`config.mk`:
```
export PLATFORM = sky130hd
export DESIGN_NAME = phh_binner
export DESIGN_NICKNAME = d
export VERILOG_FILES = /design/src/hdl/phh_pkg.sv /design/src/hdl/phh_binner.sv
export SDC_FILE = /design/constraint.sdc
export NUM_CORES = 1
export LEC_CHECK = 0
export ABC_AREA = 1
export BUFFER_PORTS_ARGS = -buffer_cell sky130_fd_sc_hd__buf_4
export CAP_MARGIN = 20
export CORE_ASPECT_RATIO = 0.6
export CORE_MARGIN = 2
export CORE_UTILIZATION = 50
export DETAILED_ROUTE_END_ITERATION = 10
export GPL_TIMING_DRIVEN = 0
export MAX_ROUTING_LAYER = met4
export PLACE_DENSITY = 0.68
export SETUP_SLACK_MARGIN = 0.15
export SYNTH_ARGS = -nofsm -noshare
export SYNTH_HDL_FRONTEND = slang
export SYNTH_SLANG_ARGS = --single-unit
```
`constraint.sdc`:
```
create_clock -name clk -period 8.1 [get_ports clk]
set_input_delay 1.62 -clock clk [delete_from_list [all_inputs] [get_ports clk]]
set_output_delay 1.62 -clock clk [all_outputs]
set_load 0.03 [all_outputs]
```
`src/hdl/phh_pkg.sv`:
```
// Shared types, constants and the full-scale range table for the
// pulse-height histogram unit. No dependencies.
package phh_pkg;

  localparam int SAMPLE_W    = 16;  // raw ADC code
  localparam int RB_W        = 8;   // read_bin / bin_number field
  localparam int CNT_FIELD_W = 32;  // bin_count field
  localparam int RANGE_W     = 4;
  localparam int FSC_W       = 15;
  localparam int RANGE_MV_W  = 16;
  localparam int PROD_W      = 34;  // extreme*range and edge*full_scale, signed
  localparam int DIFF_W      = 33;  // distance above the low edge, unsigned

  localparam int CFG_ADDR_W  = 2;
  localparam int CFG_DATA_W  = 15;

  localparam int IN_TDATA_W  = 24;  // sample, read_bin
  localparam int OUT_TDATA_W = 56;  // event_extreme, bin_number, bin_count

  // register indices on the config port
  localparam logic [CFG_ADDR_W-1:0] CFG_POLARITY = 2'd0;
  localparam logic [CFG_ADDR_W-1:0] CFG_RANGE    = 2'd1;
  localparam logic [CFG_ADDR_W-1:0] CFG_FSC      = 2'd2;

  localparam logic           POL_RST = 1'b1;
  localparam logic [RANGE_W-1:0] RANGE_RST = 4'd0;
  localparam logic [FSC_W-1:0]   FSC_RST   = 15'd32512;

  // input beat kind (tuser) and result kind (tuser)
  localparam logic MODE_SAMPLE = 1'b0;
  localparam logic MODE_READ   = 1'b1;
  localparam logic KIND_EVENT  = 1'b0;
  localparam logic KIND_READ   = 1'b1;

  typedef enum logic [5:0] {
    ST_CLEAR = 6'b000001,
    ST_IDLE  = 6'b000010,
    ST_BIN   = 6'b000100,
    ST_RD    = 6'b001000,
    ST_RDW   = 6'b010000,
    ST_EMIT  = 6'b100000
  } top_state_t;

  typedef enum logic [4:0] {
    BS_IDLE  = 5'b00001,
    BS_MUL   = 5'b00010,
    BS_CMP   = 5'b00100,
    BS_SCALE = 5'b01000,
    BS_DIV   = 5'b10000
  } bin_state_t;

  // full-scale range in mV; indices past the table saturate to the top range
  function automatic logic [RANGE_MV_W-1:0] range_mv(input logic [RANGE_W-1:0] idx);
    logic [RANGE_MV_W-1:0] r;
    case (idx)
      4'd0:    r = 16'd10;
      4'd1:    r = 16'd20;
      4'd2:    r = 16'd50;
      4'd3:    r = 16'd100;
      4'd4:    r = 16'd200;
      4'd5:    r = 16'd500;
      4'd6:    r = 16'd1000;
      4'd7:    r = 16'd2000;
      4'd8:    r = 16'd5000;
      4'd9:    r = 16'd10000;
      4'd10:   r = 16'd20000;
      default: r = 16'd50000;
    endcase
    return r;
  endfunction

endpackage

```
`src/hdl/phh_binner.sv`:
```
// Converts an event extreme to a histogram bin: product stage, edge compare,
// scaling and a bit-serial restoring divider. Uses phh_pkg.
module phh_binner #(
  parameter int NUM_BINS    = 200,
  parameter int HIST_LOW_MV = -100,
  parameter int HIST_HIGH_MV = 0
) (
  input  logic                                clk,
  input  logic                                rst_n,
  input  logic                                start,
  input  logic signed [phh_pkg::SAMPLE_W-1:0] extreme,
  input  logic [phh_pkg::RANGE_W-1:0]         range_index,
  input  logic [phh_pkg::FSC_W-1:0]           full_scale_count,
  output logic                                done,
  output logic [$clog2(NUM_BINS+2)-1:0]       bin
);

  localparam int SLOTS = NUM_BINS + 2;
  localparam int BIN_W = $clog2(SLOTS);
  localparam int NB_W  = $clog2(NUM_BINS + 1);
  localparam int QW    = $clog2(NUM_BINS);
  localparam int SW    = $clog2(QW + 1);
  localparam int NUM_W = phh_pkg::DIFF_W + NB_W;

  localparam logic signed [phh_pkg::PROD_W-1:0] LOW_C  = phh_pkg::PROD_W'(HIST_LOW_MV);
  localparam logic signed [phh_pkg::PROD_W-1:0] HIGH_C = phh_pkg::PROD_W'(HIST_HIGH_MV);
  localparam logic [NUM_W-1:0] NB_C  = NUM_W'(NUM_BINS);
  localparam logic [BIN_W-1:0] OVF_C = BIN_W'(SLOTS - 1);

  phh_pkg::bin_state_t state_r, state_nxt;
  logic                done_r, done_nxt;
  logic [BIN_W-1:0]    bin_r, bin_nxt;

  logic signed [phh_pkg::SAMPLE_W-1:0] ext_r, ext_nxt;
  logic signed [phh_pkg::PROD_W-1:0]   p_r, p_nxt, lo_r, lo_nxt, hi_r, hi_nxt;
  logic [phh_pkg::DIFF_W-1:0]          diff_r, diff_nxt, span_r, span_nxt;
  logic [NUM_W-1:0]                    rem_r, rem_nxt, den_r, den_nxt;
  logic [QW-1:0]                       q_r, q_nxt;
  logic [SW-1:0]                       step_r, step_nxt;

  logic [phh_pkg::FSC_W-1:0]      f_eff;
  logic [phh_pkg::RANGE_MV_W-1:0] rng;
  logic                           ge;

  assign f_eff = (full_scale_count == '0) ? phh_pkg::FSC_W'(1) : full_scale_count;
  assign rng   = phh_pkg::range_mv(range_index);
  assign ge    = (rem_r >= den_r);

  always_comb begin
    state_nxt = state_r;
    done_nxt  = 1'b0;
    bin_nxt   = bin_r;
    ext_nxt   = ext_r;
    p_nxt     = p_r;
    lo_nxt    = lo_r;
    hi_nxt    = hi_r;
    diff_nxt  = diff_r;
    span_nxt  = span_r;
    rem_nxt   = rem_r;
    den_nxt   = den_r;
    q_nxt     = q_r;
    step_nxt  = step_r;
    case (state_r)
      phh_pkg::BS_IDLE: begin
        if (start) begin
          ext_nxt   = extreme;
          state_nxt = phh_pkg::BS_MUL;
        end
      end
      phh_pkg::BS_MUL: begin
        p_nxt     = ext_r * $signed({1'b0, rng});
        lo_nxt    = LOW_C * $signed({1'b0, f_eff});
        hi_nxt    = HIGH_C * $signed({1'b0, f_eff});
        state_nxt = phh_pkg::BS_CMP;
      end
      phh_pkg::BS_CMP: begin
        if (p_r < lo_r) begin
          bin_nxt   = '0;
          done_nxt  = 1'b1;
          state_nxt = phh_pkg::BS_IDLE;
        end else if (p_r >= hi_r) begin
          bin_nxt   = OVF_C;
          done_nxt  = 1'b1;
          state_nxt = phh_pkg::BS_IDLE;
        end else begin
          diff_nxt  = phh_pkg::DIFF_W'(p_r - lo_r);
          span_nxt  = phh_pkg::DIFF_W'(hi_r - lo_r);
          state_nxt = phh_pkg::BS_SCALE;
        end
      end
      phh_pkg::BS_SCALE: begin
        rem_nxt   = NUM_W'(diff_r) * NB_C;
        den_nxt   = NUM_W'(span_r) << (QW - 1);
        q_nxt     = '0;
        step_nxt  = SW'(QW - 1);
        state_nxt = phh_pkg::BS_DIV;
      end
      phh_pkg::BS_DIV: begin
        // one quotient bit a cycle, divisor walks down from the top bit
        rem_nxt  = ge ? rem_r - den_r : rem_r;
        den_nxt  = den_r >> 1;
        q_nxt    = QW'({q_r, ge});
        step_nxt = step_r - SW'(1);
        if (step_r == '0) begin
          bin_nxt   = BIN_W'(q_nxt) + BIN_W'(1);
          done_nxt  = 1'b1;
          state_nxt = phh_pkg::BS_IDLE;
        end
      end
      default: state_nxt = phh_pkg::BS_IDLE;
    endcase
  end

  always_ff @(posedge clk) begin
    if (!rst_n) begin
      state_r <= phh_pkg::BS_IDLE;
      done_r  <= 1'b0;
    end else begin
      state_r <= state_nxt;
      done_r  <= done_nxt;
    end
    bin_r  <= bin_nxt;
    ext_r  <= ext_nxt;
    p_r    <= p_nxt;
    lo_r   <= lo_nxt;
    hi_r   <= hi_nxt;
    diff_r <= diff_nxt;
    span_r <= span_nxt;
    rem_r  <= rem_nxt;
    den_r  <= den_nxt;
    q_r    <= q_nxt;
    step_r <= step_nxt;
  end

  assign done = done_r;
  assign bin  = bin_r;

  a_bin_in_range: assert property (@(posedge clk) disable iff (!rst_n)
    done_r |-> (bin_r <= OVF_C))
    else $error("bin beyond overflow slot");

  a_span_nonzero: assert property (@(posedge clk) disable iff (!rst_n)
    (state_r == phh_pkg::BS_SCALE) |-> (span_r != '0) && (diff_r < span_r))
    else $error("division entered with value outside the histogram span");

endmodule

```
# After elaboration in Yosys (flattened, before gate mapping)

Memories as Yosys holds them, arrays and structs flattened.
Cells that the tools add are included.

Flip-flop bits (word level): 244
ROM bits: 240
Logic and storage cells: 63
Memories kept: 1

Memory list:

| memory          | depth | bits a word | read ports | clocked after Yosys merged registers in | write ports | line          | RTL |
|---|---|---|---|---|---|---|---|
| (no name shown) | 16    | 15          | 1          | 0                                       | 0           | phh_pkg.sv:55 | `case (idx)` |

$add $sub $neg: 5
$mul: 3
Order comparisons: 3
Equal/unequal tests: 9
Mux-type cells: 19
Bitwise logic cells: 2
Reduce and logical (&&, ||, !) cells: 9

Operator list:

| cell                  | number |
|---|---|
| $pmux 41 s2           | 2 |
| $ge 41x41->1          | 1 |
| $mux 41               | 1 |
| $sub 41x41->41        | 1 |
| $mul 33x5->38 const B | 1 |
| $ge 33x1->1 const B   | 1 |
| $lt 33x24->1          | 1 |
| $mul 16x17->33        | 1 |
| $sub 33x24->33        | 1 |
| $pmux 5 s5            | 1 |
| $sub 1x24->25 const A | 1 |
| $mux 8                | 3 |
| $mul 6x16->22 const A | 1 |
| $pmux 8 s2            | 1 |
| $logic_not 15->1      | 1 |
| $mux 15               | 1 |
| $pmux 7 s2            | 1 |
| $mux 5                | 2 |
| $add 8x1->8 const B   | 1 |
| $mux 4                | 2 |
| $pmux 4 s2            | 1 |
| $ne 2x2->1 const B    | 3 |
| $reduce_and 2->1      | 3 |
| $reduce_and 3->1      | 2 |
| other kinds (12)      | 16 |

# Depth between registers and ports, before layout

Word-level depth: 4
Gate-level depth with buffers: 30
Mapped depth without buffers: 30

# Worst setup path before layout

OpenSTA, ideal clock, no wires.

Kind: input to register
From: input port range_index[0] (netlist name)
To: register p_r[26] (netlist name) (data pin)
Library setup time: 0.265 ns
Arrival: 6.970 ns
Data required time: 7.835 ns
Slack: 0.865 ns
Stages on the path: 26
Cells stage by stage: inv_1 ha_1 inv_1 a21oi_1 o21ai_0 nand2_1 inv_1 nor2_1 fa_1 inv_1 fa_1 inv_1 fa_1 fa_1 fa_1 inv_1 fa_1 inv_1 ha_1 nand2_1 inv_1 a21boi_0 o21bai_1 a21oi_1 o21ai_0 xor2_1

Word-level cells in the longest chain between the ends: 2

RTL lines:

| what                   | line              | RTL |
|---|---|---|
| start: declaration     | phh_binner.sv:12  | `input logic [phh_pkg::RANGE_W-1:0] range_index,` |
| $mem_v2 16x15          | n/a               |  |
| $mul 16x17->33         | phh_binner.sv:71  | `p_nxt = ext_r * $signed({1'b0, rng});` |
| end signal: assignment | phh_binner.sv:124 | `p_r <= p_nxt;` |
| end: declaration       | phh_binner.sv:35  | `logic signed [phh_pkg::PROD_W-1:0] p_r, p_nxt, lo_r, lo_nxt, hi_r, hi_nxt;` |

No other way between the ends.
A chain may end at the register's enable or synchronous reset.

# Worst setup path in the final report

From: input port range_index[0] (netlist name)
To: register p_r[29] (netlist name) (data pin)

The elaborated chain is that of the path after synthesis.

==> reports/results.ini <==
[clock_tree]
cts_hold_buf=0
clock-sinks=231
h-tree-depth=1
cts_tree=done
clk_latency_ns=0.59
root_buffer=clkbuf_16
cts_buffers=27
clock_path_buffers=3
clk_pin_slew_ns=0.07

[sta]
final_max_slew_viol_count=0
slew_headroom_pct=35.14
timing.final.hold_violations=0
min_period_ns=7.844
fmax_ghz=0.1275
fin_crit_sh_pct=96.84
tightest_slew_ns=0.9729
setup_viol_count_final=0
fin_ws_ns=0.2559
finalClockSkew_ns=0.01920
rsz0062_at_grt=true

[layout]
fill_cells=5054
area.growth.synth_to_final_pct=9.543
utilization_pct=55.42
fin_cells=4186
layout-drive-gt1-share_pct=6.538
layout.nets=4078
antennaDiodeCount=0

[floorplan]
die_w_um=306.0
initial_core_util_pct=50.59
ios=47
die_area_sq_um=56670
die_y_um=185.2
core_sq_um=54090
fp-row-count=66

[setup_path]
worstPathRequired_ns=8.43
crit_top_cell=fa_1
worst-path-max-fanout=10
cp_cell_sequence=buf_4 -> inv_1 -> ha_1 -> nand2_1 -> nor2_2 -> buf_6 -> clkinvlp_4 -> buf_12 -> buf_4 -> nor2_1 -> fa_1 -> inv_1 -> fa_1 -> inv_1 -> fa_1 -> fa_1 -> fa_1 -> ha_1 -> ha_1 -> a21oi_1 -> o21ai_0 -> a221oi_1 -> o211ai_1 -> xor2_1
cp_slowest_cell=fa_1
critPathKind=in2reg
cp-end-kind=flop
worstPathArrival_ns=8.18
critPathMaxStageDelay_ns=0.51
start_kind=input port

[outcome]
status=finished clean

[drt]
firstDrtPassIters=7
antenna_left=0
wire_per_inst_um=20.09
viasPerCell=5.527
drcViolationCount=0
drt_first_iter_violations=2980
via_count=23140
drt_wl_total_mm=84.09

[placed_design]
io_buffer_count=45
hpwl_mm=71.28
dp_slack_ns=-1.331
dp.cells=4119
gp_congestion=1.043

[global_route]
grt_usage_pct=31.13
grt_max_degree=46
grt_pass1_wl_mm=129.2
grt_overflow=0
antenna_found_initial=1
grt_pass1_vias=21610

[yosys]
synth_cell_types=55
yosys_warnings=0
ys_seq_elements=231
synthCells=3350
ys_top_cells_by_area=edfxtp_1 25%, fa_1 17%, ha_1 16%
synth_top_area_share_pct=24.69
synth_fp_nets=3976
synth_compound_area_share_pct=9.168
syn_avg_cell_area_sq_um=8.168
ys.flop_type=edfxtp_1
netlist_area_sq_um=27360
yosysSeqAreaShare_pct=25.13
synth_mux_area_share_pct=0
synth_top_family_by_area=adder cells
synthArstFlopShare_pct=0
synth_edf_count=225
synthAdderAreaFrac_pct=33.33
yosys.area_share.simple_pct=18.46
synth_xor_area_share_pct=3.457
yosysTopAreaCell=edfxtp_1

[min_path]
hold_class=reg2reg

[flow_run]
cap_viol_max_count=0

synthesized netlist by cell type (2+ instances only):
cell type	n
inv_1	705
or2_1	3
o21ai_1	10
or2_2	7
clkbuf_1	33
nor2_1	364
o2111ai_1	4
nand3_2	6
xor2_1	75
xnor2_1	33
buf_1	2
nand3b_1	9
o21ai_0	146
buf_2	8
fa_1	235
a21oi_2	3
nor2_2	5
a21o_1	16
edfxtp_1	225
o21a_1	14
o211ai_1	2
nand2_2	6
o21ai_2	6
nand2_1	620
o221a_2	2
dfxtp_1	6
a211oi_1	3
a31oi_1	5
a21boi_0	8
inv_2	6
a21oi_1	211
nand3_1	106
o21bai_1	17
nand4_1	32
clkinv_1	4
nor3_4	2
nor2_4	3
ha_1	353
nor3b_1	2
nor3_1	32
nor4_1	7
state kept, by name, summed over array words and instances, names as in the netlist:
| signal | cells |
|---|---|
| p_r | 32 |
| den_r | 40 |
| done | 1 |
| state_r | 5 |
| lo_r | 22 |
| diff_r | 32 |
| q_r | 7 |
| step_r | 4 |
| span_r | 23 |
| rem_r | 41 |
| ext_r | 16 |
| bin | 8 |
logic make-up (layout without fill, tap and decap cells):
family,Yosys count,count (layout)
AO/OA/AOI/OAI,453,453
XOR/XNOR,108,108
adder cells (fa/ha/maj),588,588
buffers and inverters,759,881
flip-flops,231,231
AND/OR/NAND/NOR,1211,1211
path summary, 6_finish.rpt:
path	startpoint	endpoint	slack, ns	cells past startpoint
min	p_r[1]$_DFFE_PP_	diff_r[1]$_DFFE_PP_	0.42	0
max	range_index[0]	p_r[29]$_DFFE_PP_	0.26	24
min reg2reg	p_r[1]$_DFFE_PP_	diff_r[1]$_DFFE_PP_	0.42	0
max reg2reg	ext_r[11]$_DFFE_PP_	p_r[29]$_DFFE_PP_	1.13	17
worst max-delay path, delay by kind of cell:
kind	cells	cell delay, ns
adders and majority gates	8	3.11
AOI/OAI and AO/OA	4	1.37
buffers and inverters	8	1.22
xor gates and xnor gates	1	0.41
and+or+nand+nor	3	0.45
per-layer routing:
| metal | vias to the layer above | part of all wire (%) | GRT usage (%) |
|---|---|---|---|
| met5 | - | 0 | - |
| met4 | 0 | 0.72 | 2.581 |
| met3 | 61 | 17 | 13.46 |
| met2 | 1263 | 31 | 33.19 |
| met1 | 10870 | 51 | 51.47 |
| li1 | 10940 | - | - |
cell usage in the layout (no fill, tap or decap), types with 5 or more instances in the layout:
cell        Yosys  final
nand3_1       106    106
o21ai_0       146    145
ha_1          353    350
fa_1          235    234
a21boi_0        8      7
buf_2           8      6
a21oi_2         3      7
a21o_1         16     16
nand3_2         6      6
nand2_1       620    612
xnor2_1        33     32
clkinv_2        0      5
nand3b_1        9      9
clkbuf_16       0     27
nand2_2         6     14
xor2_1         75     73
clkinvlp_4      0     10
o21bai_1       17     17
inv_2           6      8
edfxtp_1      225    225
o21ai_2         6      6
a21oi_1       211    207
o21ai_1        10     10
nor3_1         32     31
inv_1         705    695
clkbuf_1       33     33
or2_2           7      7
clkinv_1        4      7
nor4_1          7      6
nor2_2          5     14
nor2_4          3      8
o21a_1         14     14
nand4_1        32     32
nor2_1        364    350
a31oi_1         5      5
dfxtp_1         6      6
buf_4           0     68
final cells by class:
cell class              count  area, sq um  area share, %
inverters                 715         2720          9.075
well taps                 714        893.4          2.980
repair buffers             73        621.8          2.075
clock inverters            18        171.4         0.5719
multi-input cells        2360        17800          59.39
clock buffers              31        690.7          2.304
plain buffers              44        198.9         0.6637
flip-flops and latches    231         6877          22.94
per-stage QoR:
stage                     TNS, ns  instance area (sq um)  hold WS (ns)
after floorplan                 0                  27360        0.4003
final                           0                  29970        0.4225
after CTS                       0                  29660        0.4218
after detailed placement   -12.53                  28740        0.4066
after global routing            0                  29970        0.4365
after global placement     -46.14                  28590        0.4041
timing repair:
item                       in CTS  in global routing
setup endpoints to repair      13                 12
buffers inserted                0                 18
gates resized for setup        15                 59
pin swaps                       0                  7
Power is left out: the tool's default activity adds up to more than one toggle a clock period on the data nets, which glitch-free logic cannot reach.
